<file path="src/rtl/gsbi_pkg.sv">
// ----------------------------------------------------------------------------
// gsbi_pkg
// Shared types, widths and register map of the sample-boundary indexer.
// ----------------------------------------------------------------------------
package gsbi_pkg;

	localparam int MAX_RESULTS_PER_DOC = 64;
	localparam int CNT_W = $clog2(MAX_RESULTS_PER_DOC + 1);

	localparam int LEN_W  = 16;
	localparam int WIN_W  = 17;
	localparam int NEED_W = 18;
	localparam int SMP_W  = 40;
	localparam int POS_W  = 32;
	localparam int ADDR_W = 5;
	localparam int DATA_W = 64;

	// register map, 8 bytes per register
	localparam logic [ADDR_W-1:0] ADDR_WINDOW  = 5'd0;
	localparam logic [ADDR_W-1:0] ADDR_OVERLAP = 5'd8;
	localparam logic [ADDR_W-1:0] ADDR_LIMIT   = 5'd16;

	localparam logic [WIN_W-1:0]  WINDOW_RST  = 17'd2048;
	localparam logic              OVERLAP_RST = 1'b1;
	localparam logic [SMP_W-1:0]  LIMIT_RST   = 40'd1;

	typedef enum logic [3:0] {
		S_IDLE = 4'b0001,
		S_LOOP = 4'b0010,
		S_TAIL = 4'b0100,
		S_FIN  = 4'b1000
	} state_t;

	// result of one boundary step
	typedef struct packed {
		logic              fits;
		logic [LEN_W-1:0]  new_pos;
		logic [LEN_W-1:0]  tail;
		logic [NEED_W-1:0] need_short;
		logic [NEED_W-1:0] reload;
		logic [SMP_W-1:0]  samples_inc;
		logic              hit_limit;
	} step_t;

	function automatic logic [NEED_W-1:0] window_reload(logic [WIN_W-1:0] win, logic ovl);
		logic [WIN_W-1:0] w;
		w = (win == '0) ? WIN_W'(1) : win;
		return NEED_W'(w) + NEED_W'(ovl);
	endfunction

endpackage

</file>
<file path="src/rtl/gsbi_if.sv">
// ----------------------------------------------------------------------------
// gsbi_doc_if / gsbi_sample_if
// Valid/ready channels for document requests and sample boundary results.
// ----------------------------------------------------------------------------
interface gsbi_doc_if;
	logic        valid;
	logic        ready;
	logic [15:0] doc_tokens;
	logic        last_doc;

	modport source (output valid, output doc_tokens, output last_doc, input ready);
	modport sink   (input valid, input doc_tokens, input last_doc, output ready);
endinterface

interface gsbi_sample_if;
	logic        valid;
	logic        ready;
	logic [31:0] doc_position;
	logic [15:0] token_offset;
	logic        run_last;
	logic        finished;

	modport source (output valid, output doc_position, output token_offset,
		output run_last, output finished, input ready);
	modport sink   (input valid, input doc_position, input token_offset,
		input run_last, input finished, output ready);
endinterface

</file>
<file path="src/rtl/gsbi_step.sv">
// ----------------------------------------------------------------------------
// gsbi_step
// Shared boundary unit: one window-fit compare, advance and count per cycle.
// ----------------------------------------------------------------------------
module gsbi_step
	import gsbi_pkg::*;
(
	input  logic [LEN_W-1:0]  len,
	input  logic [LEN_W-1:0]  pos,
	input  logic [NEED_W-1:0] need,
	input  logic              ovl,
	input  logic [WIN_W-1:0]  win,
	input  logic [SMP_W-1:0]  samples,
	input  logic [SMP_W-1:0]  limit,
	output step_t             st
);

	logic [LEN_W-1:0] avail;
	logic [LEN_W:0]   adv;

	always_comb begin
		avail          = len - pos;
		st.fits        = (NEED_W'(avail) >= need);
		// need fits in avail here, so the low bits are enough
		adv            = {1'b0, pos} + {1'b0, need[LEN_W-1:0]} - (LEN_W+1)'(ovl);
		st.new_pos     = adv[LEN_W-1:0];
		st.tail        = (len >= LEN_W'(ovl)) ? (len - LEN_W'(ovl)) : '0;
		st.need_short  = need - NEED_W'(avail);
		st.reload      = window_reload(win, ovl);
		st.samples_inc = samples + SMP_W'(1);
		st.hit_limit   = (st.samples_inc >= limit);
	end

endmodule

</file>
<file path="src/rtl/greedy_sample_boundary_index_top.sv">
// ----------------------------------------------------------------------------
// greedy_sample_boundary_index_top
// Cuts a stream of document lengths into fixed windows and reports each
// window start as (document position, token offset).
//
//   channel  dir  handshake          payload
//   doc      in   valid/ready        doc_tokens, last_doc
//   sample   out  valid/ready        doc_position, token_offset, run_last, finished
//   apb      in   psel/penable/pwrite window_length, overlap_token, sample_limit
//
// a document is accepted in S_IDLE; S_LOOP then uses the shared boundary
// unit once per boundary plus once for the remainder, S_TAIL handles the
// tail and S_FIN closes the document; once done, S_LOOP goes straight to S_FIN
// results wait in a pending slot and the output register; a stalled sample
// port freezes the sequencer, doc.ready is low while a document is in work
// reset clears all control state and loads the register reset values
// ----------------------------------------------------------------------------
module greedy_sample_boundary_index_top
	import gsbi_pkg::*;
(
	input  logic              clk,
	input  logic              arst_n,
	gsbi_doc_if.sink          doc,
	gsbi_sample_if.source     sample,
	input  logic              psel,
	input  logic              penable,
	input  logic              pwrite,
	input  logic [ADDR_W-1:0] paddr,
	input  logic [DATA_W-1:0] pwdata,
	output logic [DATA_W-1:0] prdata,
	output logic              pready
);

	localparam logic [CNT_W-1:0] MAX_N = CNT_W'(MAX_RESULTS_PER_DOC);

	state_t            state_q;
	logic [WIN_W-1:0]  win_q;
	logic              ovl_q;
	logic [SMP_W-1:0]  limit_q;
	logic [POS_W-1:0]  doc_cnt_q;
	logic [NEED_W-1:0] need_q;
	logic [SMP_W-1:0]  samples_q;
	logic              started_q;
	logic              done_q;
	logic [LEN_W-1:0]  len_q;
	logic              last_q;
	logic [LEN_W-1:0]  pos_q;
	logic [CNT_W-1:0]  n_q;
	logic              pend_valid_q;
	logic [LEN_W-1:0]  pend_off_q;
	logic              out_valid_q;
	logic [LEN_W-1:0]  out_off_q;
	logic [POS_W-1:0]  out_pos_q;
	logic              out_rl_q;
	logic              out_fin_q;

	step_t             st;
	logic              gen;
	logic              gen_store;
	logic [LEN_W-1:0]  gen_off;
	logic              fin;
	logic              push;
	logic              stall;
	logic              can_push;
	logic              doc_acc;
	logic              cfg_wr;

	gsbi_step u_step (
		.len     (len_q),
		.pos     (pos_q),
		.need    (need_q),
		.ovl     (ovl_q),
		.win     (win_q),
		.samples (samples_q),
		.limit   (limit_q),
		.st      (st)
	);

	assign doc.ready           = (state_q == S_IDLE);
	assign doc_acc             = doc.valid && doc.ready;
	assign sample.valid        = out_valid_q;
	assign sample.doc_position = out_pos_q;
	assign sample.token_offset = out_off_q;
	assign sample.run_last     = out_rl_q;
	assign sample.finished     = out_fin_q;
	assign can_push            = !out_valid_q || sample.ready;
	assign pready              = 1'b1;
	assign cfg_wr              = psel && penable && pwrite;

	always_comb begin
		gen     = 1'b0;
		gen_off = st.new_pos;
		fin     = 1'b0;
		unique case (state_q)
			S_LOOP: begin
				gen     = !done_q && st.fits;
				gen_off = st.new_pos;
			end
			S_TAIL: begin
				gen     = last_q && !done_q;
				gen_off = st.tail;
			end
			S_FIN: begin
				fin = 1'b1;
			end
			default: begin
				gen = 1'b0;
			end
		endcase
		gen_store = gen && (n_q < MAX_N);
		// a new result moves the pending one out; closing moves it out flagged
		push      = pend_valid_q && (gen_store || fin);
		stall     = push && !can_push;
	end

	always_comb begin
		unique case (paddr)
			ADDR_WINDOW:  prdata = DATA_W'(win_q);
			ADDR_OVERLAP: prdata = DATA_W'(ovl_q);
			ADDR_LIMIT:   prdata = DATA_W'(limit_q);
			default:      prdata = '0;
		endcase
	end

	// output register
	always_ff @(posedge clk or negedge arst_n) begin
		if (!arst_n) begin
			out_valid_q <= 1'b0;
		end else if (push && !stall) begin
			out_valid_q <= 1'b1;
		end else if (sample.ready) begin
			out_valid_q <= 1'b0;
		end
	end

	always_ff @(posedge clk) begin
		if (push && !stall) begin
			out_off_q <= pend_off_q;
			out_pos_q <= doc_cnt_q;
			out_rl_q  <= fin;
			out_fin_q <= fin && done_q;
		end
	end

	always_ff @(posedge clk) begin
		if (doc_acc) begin
			len_q <= doc.doc_tokens;
			last_q <= doc.last_doc;
		end
	end

	// sequencer and configuration
	always_ff @(posedge clk or negedge arst_n) begin
		if (!arst_n) begin
			state_q      <= S_IDLE;
			win_q        <= WINDOW_RST;
			ovl_q        <= OVERLAP_RST;
			limit_q      <= LIMIT_RST;
			doc_cnt_q    <= '0;
			need_q       <= window_reload(WINDOW_RST, OVERLAP_RST);
			samples_q    <= '0;
			started_q    <= 1'b0;
			done_q       <= 1'b0;
			pos_q        <= '0;
			n_q          <= '0;
			pend_valid_q <= 1'b0;
			pend_off_q   <= '0;
		end else begin
			unique case (state_q)
				S_IDLE: begin
					if (doc_acc && !done_q) begin
						pos_q        <= '0;
						n_q          <= started_q ? '0 : CNT_W'(1);
						pend_valid_q <= !started_q;
						state_q      <= S_LOOP;
						if (!started_q) begin
							// first request also reports the stream start
							started_q  <= 1'b1;
							pend_off_q <= '0;
							if (samples_q >= limit_q) begin
								done_q <= 1'b1;
							end
						end
					end
				end
				S_LOOP: begin
					if (!stall) begin
						if (done_q) begin
							state_q <= S_FIN;
						end else if (st.fits) begin
							pos_q     <= st.new_pos;
							need_q    <= st.reload;
							samples_q <= st.samples_inc;
							if (st.hit_limit) begin
								done_q <= 1'b1;
							end
						end else begin
							need_q  <= st.need_short;
							state_q <= S_TAIL;
						end
					end
				end
				S_TAIL: begin
					if (!stall) begin
						if (gen) begin
							samples_q <= st.samples_inc;
							done_q    <= 1'b1;
						end
						state_q <= S_FIN;
					end
				end
				S_FIN: begin
					if (!stall) begin
						pend_valid_q <= 1'b0;
						doc_cnt_q    <= doc_cnt_q + POS_W'(1);
						state_q      <= S_IDLE;
					end
				end
				default: begin
					state_q <= S_IDLE;
				end
			endcase

			if (gen_store && !stall) begin
				pend_valid_q <= 1'b1;
				pend_off_q   <= gen_off;
				n_q          <= n_q + CNT_W'(1);
			end

			if (cfg_wr) begin
				unique case (paddr)
					ADDR_WINDOW: begin
						win_q <= pwdata[WIN_W-1:0];
						if (!started_q) begin
							need_q <= window_reload(pwdata[WIN_W-1:0], ovl_q);
						end
					end
					ADDR_OVERLAP: begin
						ovl_q <= pwdata[0];
						if (!started_q) begin
							need_q <= window_reload(win_q, pwdata[0]);
						end
					end
					ADDR_LIMIT: begin
						limit_q <= pwdata[SMP_W-1:0];
					end
					default: begin
						limit_q <= limit_q;
					end
				endcase
			end
		end
	end

`ifndef ASSERT_OFF
	a_n_bound: assert property (@(posedge clk) disable iff (!arst_n)
		n_q <= MAX_N)
		else $error("result count per document over limit");

	a_done_sticky: assert property (@(posedge clk) disable iff (!arst_n)
		done_q |=> done_q)
		else $error("done flag dropped without reset");

	a_idle_no_pend: assert property (@(posedge clk) disable iff (!arst_n)
		state_q == S_IDLE |-> !pend_valid_q)
		else $error("pending result left behind after document closed");

	a_fin_done: assert property (@(posedge clk) disable iff (!arst_n)
		out_valid_q && out_fin_q |-> done_q)
		else $error("finished flag without done");

	a_need_nonzero: assert property (@(posedge clk) disable iff (!arst_n)
		need_q != '0)
		else $error("window token count reached zero");
`endif

endmodule
</file>
<file path="src/flat_wrapper.sv">
// flat-port wrapper written by rule: the top's interface ports become plain ports
module greedy_sample_boundary_index_top_flat import gsbi_pkg::*;
  (clk, arst_n, psel, penable, pwrite, paddr, pwdata, prdata, pready, doc_valid, doc_doc_tokens, doc_last_doc, doc_ready, sample_valid, sample_doc_position, sample_token_offset, sample_run_last, sample_finished, sample_ready);
  gsbi_doc_if doc_i ();
  gsbi_sample_if sample_i ();
  input  logic clk;
  input  logic arst_n;
  input  logic psel;
  input  logic penable;
  input  logic pwrite;
  input  logic [ADDR_W-1:0] paddr;
  input  logic [DATA_W-1:0] pwdata;
  output logic [DATA_W-1:0] prdata;
  output logic pready;
  input wire logic [$bits(doc_i.valid)-1:0] doc_valid;
  input wire logic [$bits(doc_i.doc_tokens)-1:0] doc_doc_tokens;
  input wire logic [$bits(doc_i.last_doc)-1:0] doc_last_doc;
  output wire logic [$bits(doc_i.ready)-1:0] doc_ready;
  output wire logic [$bits(sample_i.valid)-1:0] sample_valid;
  output wire logic [$bits(sample_i.doc_position)-1:0] sample_doc_position;
  output wire logic [$bits(sample_i.token_offset)-1:0] sample_token_offset;
  output wire logic [$bits(sample_i.run_last)-1:0] sample_run_last;
  output wire logic [$bits(sample_i.finished)-1:0] sample_finished;
  input wire logic [$bits(sample_i.ready)-1:0] sample_ready;
  assign doc_i.valid = doc_valid;
  assign doc_i.doc_tokens = doc_doc_tokens;
  assign doc_i.last_doc = doc_last_doc;
  assign doc_ready = doc_i.ready;
  assign sample_valid = sample_i.valid;
  assign sample_doc_position = sample_i.doc_position;
  assign sample_token_offset = sample_i.token_offset;
  assign sample_run_last = sample_i.run_last;
  assign sample_finished = sample_i.finished;
  assign sample_i.ready = sample_ready;
  greedy_sample_boundary_index_top u_core (.clk(clk), .arst_n(arst_n), .doc(doc_i), .sample(sample_i), .psel(psel), .penable(penable), .pwrite(pwrite), .paddr(paddr), .pwdata(pwdata), .prdata(prdata), .pready(pready));
endmodule
</file>
<file path="config.mk">
export PLATFORM = sky130hd
export DESIGN_NAME = greedy_sample_boundary_index_top_flat
export DESIGN_NICKNAME = d
export VERILOG_FILES = /design/src/rtl/gsbi_pkg.sv /design/src/rtl/gsbi_if.sv /design/src/rtl/gsbi_step.sv /design/src/rtl/greedy_sample_boundary_index_top.sv /design/src/flat_wrapper.sv
export SDC_FILE = /design/constraint.sdc
export NUM_CORES = 1
export LEC_CHECK = 0
export BUFFER_PORTS_ARGS = -buffer_cell sky130_fd_sc_hd__buf_4
export CORE_MARGIN = 3
export CORE_UTILIZATION = 38
export CTS_BUF_LIST = sky130_fd_sc_hd__clkbuf_16
export CTS_CLUSTER_DIAMETER = 80
export DETAILED_ROUTE_END_ITERATION = 10
export SYNTH_ARGS = -nofsm -noshare
export SYNTH_HDL_FRONTEND = slang
export SYNTH_SLANG_ARGS = --single-unit
</file>
<file path="constraint.sdc">
create_clock -name clk -period 9.38 [get_ports clk]
set_input_delay 1.876 -clock clk [delete_from_list [all_inputs] [get_ports clk]]
set_output_delay 1.876 -clock clk [all_outputs]
set_load 0.03 [all_outputs]
</file>
* After elaboration in Yosys (flattened, before gate mapping)
Index checks and enable logic that the tools add are counted.
** Operators by class
- Order comparisons :: 5
- Equality and inequality tests :: 19
- Add/sub/neg operators :: 11
- Reductions and logical operators :: 41
- Bitwise gates (word level) :: 1
- Mux-type cells :: 57
** Operators by type and width (count)
- 40-bit two-way mux :: 5
- 16-bit two-way mux :: 10
- 18-bit two-way mux :: 7
- 40-bit one-hot mux with 3 select lines :: 1
- 40-bit >= comparator :: 2
- 40-bit one-hot mux with 2 select lines :: 1
- 17-bit by 1-bit adder with 18-bit output :: 3
- 40-bit by 1-bit adder with 40-bit output (second input constant) :: 1
- 18-bit one-hot mux with 2 select lines :: 1
- 17-bit logical NOT :: 2
- 17-bit two-way mux :: 2
- 32-bit by 1-bit adder with 32-bit output (second input constant) :: 1
- 16-bit one-hot mux with 2 select lines :: 1
- 16-bit by 1-bit subtractor with 16-bit output :: 2
- 4-bit two-way mux :: 6
- 7-bit two-way mux :: 3
- 16-bit by 18-bit >= comparator with 1-bit output :: 1
- 18-bit by 16-bit subtractor with 18-bit output :: 1
- 16-bit adder :: 1
- 16-bit by 1-bit >= comparator with 1-bit output :: 1
- 1-bit two-way mux :: 16
- 2-bit != test (second input constant) :: 8
- 4-bit one-hot mux with 4 select lines :: 1
- 16-bit subtractor :: 1
- 25 further kinds :: 56
** Word-level totals
- Register bits after elaboration :: 262
- Word-level logic and storage cells :: 154

* Logic depth before layout (Yosys ltp)
- Depth after elaboration :: 13
- Mapped depth :: 25
- Gate-level depth less buffers :: 22

* Modules after synthesis
Synthesis repeated with hierarchy kept, for this count alone.
** Unflattened totals
- Cell total of the unflattened synthesis :: 1823
- Area, all modules :: 17739.5 um2
** By module, submodules not included
- greedy_sample_boundary_index_top :: times used 1, cells an instance 1114, area each 12864.8 um2
- gsbi_step :: times used 1, cells an instance 709, area each 4874.7 um2

* Least setup slack after synthesis
OpenSTA, ideal clock, no wires.
- Path type :: register to register
- From :: reg u_core.len_q[0]
- To :: reg u_core.out_pos_q[0] (netlist: u_core.sample.doc_position[0]) (enable)
- Data required time :: 8.906 ns
- Path buffers :: 0
- Arrival time :: 6.363 ns
- Slack :: 2.543 ns
- Stages on the path, launching flop included :: 22
- Library setup time :: 0.474 ns
- Cells stage by stage :: edfxtp_1 > inv_1 > ha_1 > inv_1 > fa_1 > a21o_1 > a21oi_1 > o21ba_2 > o21ai_0 > a41oi_1 > nand2_1 > a31o_2 > a21oi_1 > xor2_1 > ha_1 > and2_1 > a221o_1 > o21ai_4 > a22oi_2 > nor3_1 > o21ai_0 > a21oi_1
** On the way
- Cells in the longest elaborated chain, start to end :: 10
** Ends and longest elaborated chain
- start: declaration :: RTL line greedy_sample_boundary_index_top.sv:45 : logic [LEN_W-1:0] len_q;
- start signal: assignment :: RTL line greedy_sample_boundary_index_top.sv:147 : len_q <= doc.doc_tokens;
- 16-bit subtractor * :: RTL line gsbi_step.sv:22 : avail = len - pos;
- 16-bit by 18-bit >= comparator with 1-bit output * :: RTL line gsbi_step.sv:23 : st.fits = (NEED_W'(avail) >= need);
- 1-bit logical AND * :: RTL line greedy_sample_boundary_index_top.sv:96 : gen = !done_q && st.fits;
- 1-bit one-hot mux with 2 select lines * :: RTL line greedy_sample_boundary_index_top.sv:94 : unique case (state_q)
- 1-bit logical AND * :: RTL line greedy_sample_boundary_index_top.sv:110 : gen_store = gen && (n_q < MAX_N);
- 1-bit logical OR * :: RTL line greedy_sample_boundary_index_top.sv:112 : push = pend_valid_q && (gen_store || fin);
- 1-bit logical AND * :: RTL line greedy_sample_boundary_index_top.sv:112
- 1-bit logical AND :: RTL line greedy_sample_boundary_index_top.sv:113 : stall = push && !can_push;
- 1-bit logical NOT :: RTL line greedy_sample_boundary_index_top.sv:137 : if (push && !stall) begin
- 1-bit logical AND * :: RTL line greedy_sample_boundary_index_top.sv:137
- end signal: assignment :: RTL line greedy_sample_boundary_index_top.sv:139 : out_pos_q <= doc_cnt_q;
- end: declaration :: RTL line greedy_sample_boundary_index_top.sv:53 : logic [POS_W-1:0] out_pos_q;
Mark *: on every way between the ends. The rest lies on a longest branch, timed or not.
A chain may end at the register's enable or synchronous reset.

* Worst setup path after layout
- From :: reg u_core.len_q[0]
- To :: reg u_core.n_q[2]
** On the way
- Cells in the longest elaborated chain, start to end :: 12
- Elaborated cells on any way between the ends :: 14
** Ends and longest elaborated chain
- 16-bit subtractor * :: RTL line gsbi_step.sv:22
- 16-bit by 18-bit >= comparator with 1-bit output * :: RTL line gsbi_step.sv:23
- 1-bit logical AND * :: RTL line greedy_sample_boundary_index_top.sv:96
- 1-bit one-hot mux with 2 select lines * :: RTL line greedy_sample_boundary_index_top.sv:94
- 1-bit logical AND * :: RTL line greedy_sample_boundary_index_top.sv:110
- 1-bit logical OR :: RTL line greedy_sample_boundary_index_top.sv:112
- 1-bit logical AND :: RTL line greedy_sample_boundary_index_top.sv:112
- 1-bit logical AND :: RTL line greedy_sample_boundary_index_top.sv:113
- 1-bit logical NOT :: RTL line greedy_sample_boundary_index_top.sv:224 : if (gen_store && !stall) begin
- 1-bit logical AND * :: RTL line greedy_sample_boundary_index_top.sv:224
- 2-bit nonzero test (no line)
- 2-bit AND reduction (no line)
- end signal: assignment :: RTL line greedy_sample_boundary_index_top.sv:173 : n_q <= started_q ? '0 : CNT_W'(1);
- end signal: assignment :: RTL line greedy_sample_boundary_index_top.sv:227 : n_q <= n_q + CNT_W'(1);
- end: declaration :: RTL line greedy_sample_boundary_index_top.sv:48 : logic [CNT_W-1:0] n_q;
Marks and branches as above.

==> run_results.csv <==
group,metric,value,unit
routing,drc,0,
power_and_ir_drop,p_seq_share,29.3,%
synth,synth_mux_area_share,4.18,%
setup_path,cp_max_fo,34,
synth,synth_fa_ha_area_share,11.3,%
placement,io_buffers,160,
setup_path,critical_path.slowest_cell,"or4_1",
synth,synth_seq_cells,262,
synth,yosysWarningCount,0,
clock_network,clkSinkCount,262,
final_layout,nFillCells,4292,
power_and_ir_drop,powerDensity,252,nW/um^2
routing,drtAntennaViolNets,0,
status,status,"completed",
synth,synth_xor_area_share,10.3,%
synth,ys_seq_area_share,39.7,%
setup_path,endpoint_kind,"flip-flop",
sta,finalSetupViolations,0,
placement,dp_hpwl,33.7,mm
synth,synthDistinctLibCells,80,
placement,place.gp.congestion,0.864,
synth,yosysTopAreaCellShare,27.2,%
final_layout,stdcell_area,20100,um^2
routing,detail_route.wl_per_cell,17.4,um
final_layout,drive_above_1_share,14.9,%
setup_path,start_kind,"flip-flop",
job,maxCapViolCount,0,
floorplanning,die_h,220,um
placement,placed_area,19000,um^2
synth,synth_flop_cell,"dfrtp_1",
synth,synth_edf_count,67,
setup_path,max_stage_delay,930,ps
power_and_ir_drop,irDropWorstVdd,0.202,mV
routing,viasPerCell,5.33,
setup_path,cp.arrival,6780,ps
global_route,grt_pass1_wl,72.4,mm
power_and_ir_drop,leakagePower,8.98,nW
power_and_ir_drop,power.internal,2.98,mW
sta,final_hold_viol_count,0,
clock_network,post_cts_buffers,0,
synth,synthesis.instances,1840,
synth,synth-simple-area-share,17.0,%
clock_network,htreeDepth,2,
sta,period_minus_slack,6310,ps
sta,setup_tns,0,ps
synth,async_flop_share,74.4,%
sta,worst_pin_slew,1240,ps
synth,yosysTopAreaCell,"dfrtp_1",
hold_path,hold_path.class,"reg -> reg",
routing,dr.pass1.iters,5,
clock_network,cts.path.max_buffers,3,
floorplanning,die-area,48300,um^2
floorplanning,io_pins,210,
routing,drt_iter0_drc,936,
routing,drt-total-wl,45.0,mm
clock_network,cts_buffers,34,
global_route,grt_max_degree,81,
floorplanning,rows,77,
power_and_ir_drop,p_comb_share,46.2,%
floorplanning,core-area,44700,um^2
synth,synth_area_per_cell,9.44,um^2
synth,synth_area_leaders,"dfrtp_1 27%, edfxtp_1 12%, ha_1 11%, xnor2_1 6.4%, xor2_1 4.0%",
clock_network,clk_latency,560,ps
floorplanning,fp.dieW,220,um
final_layout,syn2layout_area_growth,15.6,%
floorplanning,initial_core_util,38.9,%
setup_path,worstPathRequired,9850,ps
clock_network,cts_hold_buf,0,
synth,synth_top_family_by_area,"simple AND/OR/NAND/NOR gates",
final_layout,fin_nets,2211,
setup_path,path_class,"reg -> reg",
global_route,antenna_found_initial,1,
sta,fmax,158,MHz
sta,skew,29.4,ps
synth,synth_compound_area_share,11.8,%
power_and_ir_drop,p_sw_share,41.2,%
setup_path,cp_cell_sequence,"inv_1, ha_1, inv_1, fa_1, a21o_1, a21oi_1, o21ba_2, o21ai_0, a41oi_1, nand2_1, a31o_2, a21oi_1, xor2_1, ha_1, and2_1, a221o_1, o21ai_4, a22oi_2, or4_1, mux2_1, mux2i_1",
clock_network,clkSlewWorstSetupHoldPaths,60,ps
final_layout,n_antenna_cell,0,
clock_network,cts_resized,0,
power_and_ir_drop,power.switching,2.09,mW
power_and_ir_drop,p_clk_share,24.5,%
global_route,grt_pass1_vias,13600,
sta,final_min_period_over_clock_period,67.3,%
sta,grt_setup_unrepaired,"no",
global_route,grt.overflow.total,0,
synth,netlist_area,17400,um^2
clock_network,cts_tree,"done",
sta,relSlewSlack,16.7,%
routing,num_vias,13700,
sta,report.final.slew_viol_count,0,
final_layout,final_util,44.9,%
global_route,grt_usage,18.7,%
clock_network,root_buffer,"clkbuf_16",
-- sequential cells by signal, summed over array words and instances (netlist names) --
signal,count
u_core.n_q,7
u_core.last_q,1
u_core.len_q,16
u_core.started_q,1
u_core.sample.doc_position,32
u_core.samples_q,40
u_core.pos_q,16
u_core.sample.valid,1
u_core.sample.run_last,1
u_core.state_q,4
u_core.need_q,18
u_core.pend_valid_q,1
u_core.doc_cnt_q,32
u_core.done_q,1
u_core.ovl_q,1
u_core.sample.finished,1
u_core.limit_q,40
u_core.pend_off_q,16
u_core.win_q,17
u_core.sample.token_offset,16
-- worst max-delay path, delay by kind of cell (launching register included) --
| kind | cells | cell delay [ps] |
|---|---|---|
| compound gates | 10 | 2720 |
| simple gates | 3 | 1210 |
| fa+ha+maj | 3 | 910 |
| mux | 2 | 610 |
| flops | 1 | 370 |
| xor+xnor | 1 | 220 |
| buf+inv | 2 | 170 |
-- per-layer routing --
layer | global-route usage, % | part of all wire [%] | up-vias
met4 | 6.18 | 3.1 | 2
met5 | 0 | 0.029 | -
met1 | 25.0 | 45 | 6641
met2 | 30.4 | 46 | 357
met3 | 3.87 | 6.0 | 81
li1 | - | - | 6667
-- cell usage in the layout, fill, tap and decap left out, drive strengths merged, types with 5 or more instances in the layout --
cell / n
o21a: 19
mux2i: 22
buf: 171
o211ai: 14
clkinv: 11
o21ai: 77
a31oi: 14
a21oi: 82
a21o: 23
or2: 7
ha: 152
or3: 11
o31ai: 5
dfrtp: 189
o22ai: 19
nand2: 172
and4: 10
and2: 10
a22oi: 16
xnor2: 126
a211o: 5
inv: 132
conb: 25
dfstp: 6
mux2: 45
clkbuf: 35
a211oi: 14
nor2b: 13
nor2: 110
xor2: 79
nand4: 33
nand2b: 29
a2111oi: 5
nor3: 51
nand3: 95
nor4: 14
and3: 29
edfxtp: 67
-- synth_stat cells, drive strengths merged (4+ instances only) --
| cell type | count |
|---|---|
| nor3b | 4 |
| mux2i | 22 |
| o211ai | 14 |
| nor2b | 13 |
| a211o | 5 |
| a31oi | 14 |
| and2 | 10 |
| buf | 45 |
| xnor2 | 126 |
| o21ai | 77 |
| clkbuf | 63 |
| o31ai | 5 |
| nand2b | 29 |
| a21o | 23 |
| o21a | 19 |
| and4 | 10 |
| or3 | 11 |
| ha | 152 |
| inv | 119 |
| o22ai | 19 |
| dfrtp | 189 |
| a2111oi | 5 |
| a21oi | 82 |
| mux2 | 45 |
| nor4 | 14 |
| or2 | 7 |
| nor4b | 4 |
| nor3 | 51 |
| a22oi | 16 |
| nand2 | 172 |
| nor2 | 110 |
| dfstp | 6 |
| edfxtp | 67 |
| xor2 | 79 |
| and3 | 29 |
| a211oi | 14 |
| nand3 | 95 |
| nand4 | 33 |
-- final timing paths --
kind / start / to / slack [ps] / cells after the start
max in group asynchronous: arst_n / u_core.samples_q[18] / 6540 / 2
min reg2reg: u_core.pend_off_q[0] / u_core.sample.token_offset[0] / 450 / 0
max reg2reg: u_core.len_q[0] / u_core.n_q[2] / 3070 / 21
min in group asynchronous: arst_n / u_core.doc_cnt_q[21] / 1340 / 1
min: u_core.pend_off_q[0] / u_core.sample.token_offset[0] / 450 / 0
max: u_core.len_q[0] / u_core.n_q[2] / 3070 / 21
-- stage by stage --
step	setup WS [ps]	power [mW]	cells	hold slack, ps
finish	3070	5.06	2580	447
global route	2490	5.45	2580	466
floorplan	2540	3.23	1863	425
detailed placement	3070	3.83	2519	434
CTS	3030	5.10	2580	450
global placement	3120	3.80	2519	433
-- power by group through the flow --
stage          clock network [mW]  logic (mW)  registers, mW
2_1_floorplan                   0        1.73           1.49
3_3_place_gp                    0        2.30           1.50
3_5_place_dp                    0        2.33           1.50
4_1_cts                      1.28        2.34           1.48
5_1_grt                      1.33        2.61           1.50
6_report                     1.24        2.34           1.48
-- area by class of cell --
cell class / instances / area (um^2) / share of cell area [%]
timing repair buffer: 172 / 1300 / 6.46
clock buffer: 34 / 851 / 4.24
sequential: 262 / 6900 / 34.4
inverter: 119 / 447 / 2.22
clock inverter: 27 / 213 / 1.06
tap: 592 / 741 / 3.69
multi-input combinational: 1374 / 9630 / 48.0
-- logic make-up (layout without fill, tap and decap cells) --
logic type	count (synthesis)	after routing
simple gates	600	600
compound gates	322	322
flops	262	262
buf+inv	227	352
xor+xnor	205	205
fa+ha+maj	155	155
mux	67	67
other cells	2	25
Note: power is estimated with default switching activity, not from simulation.
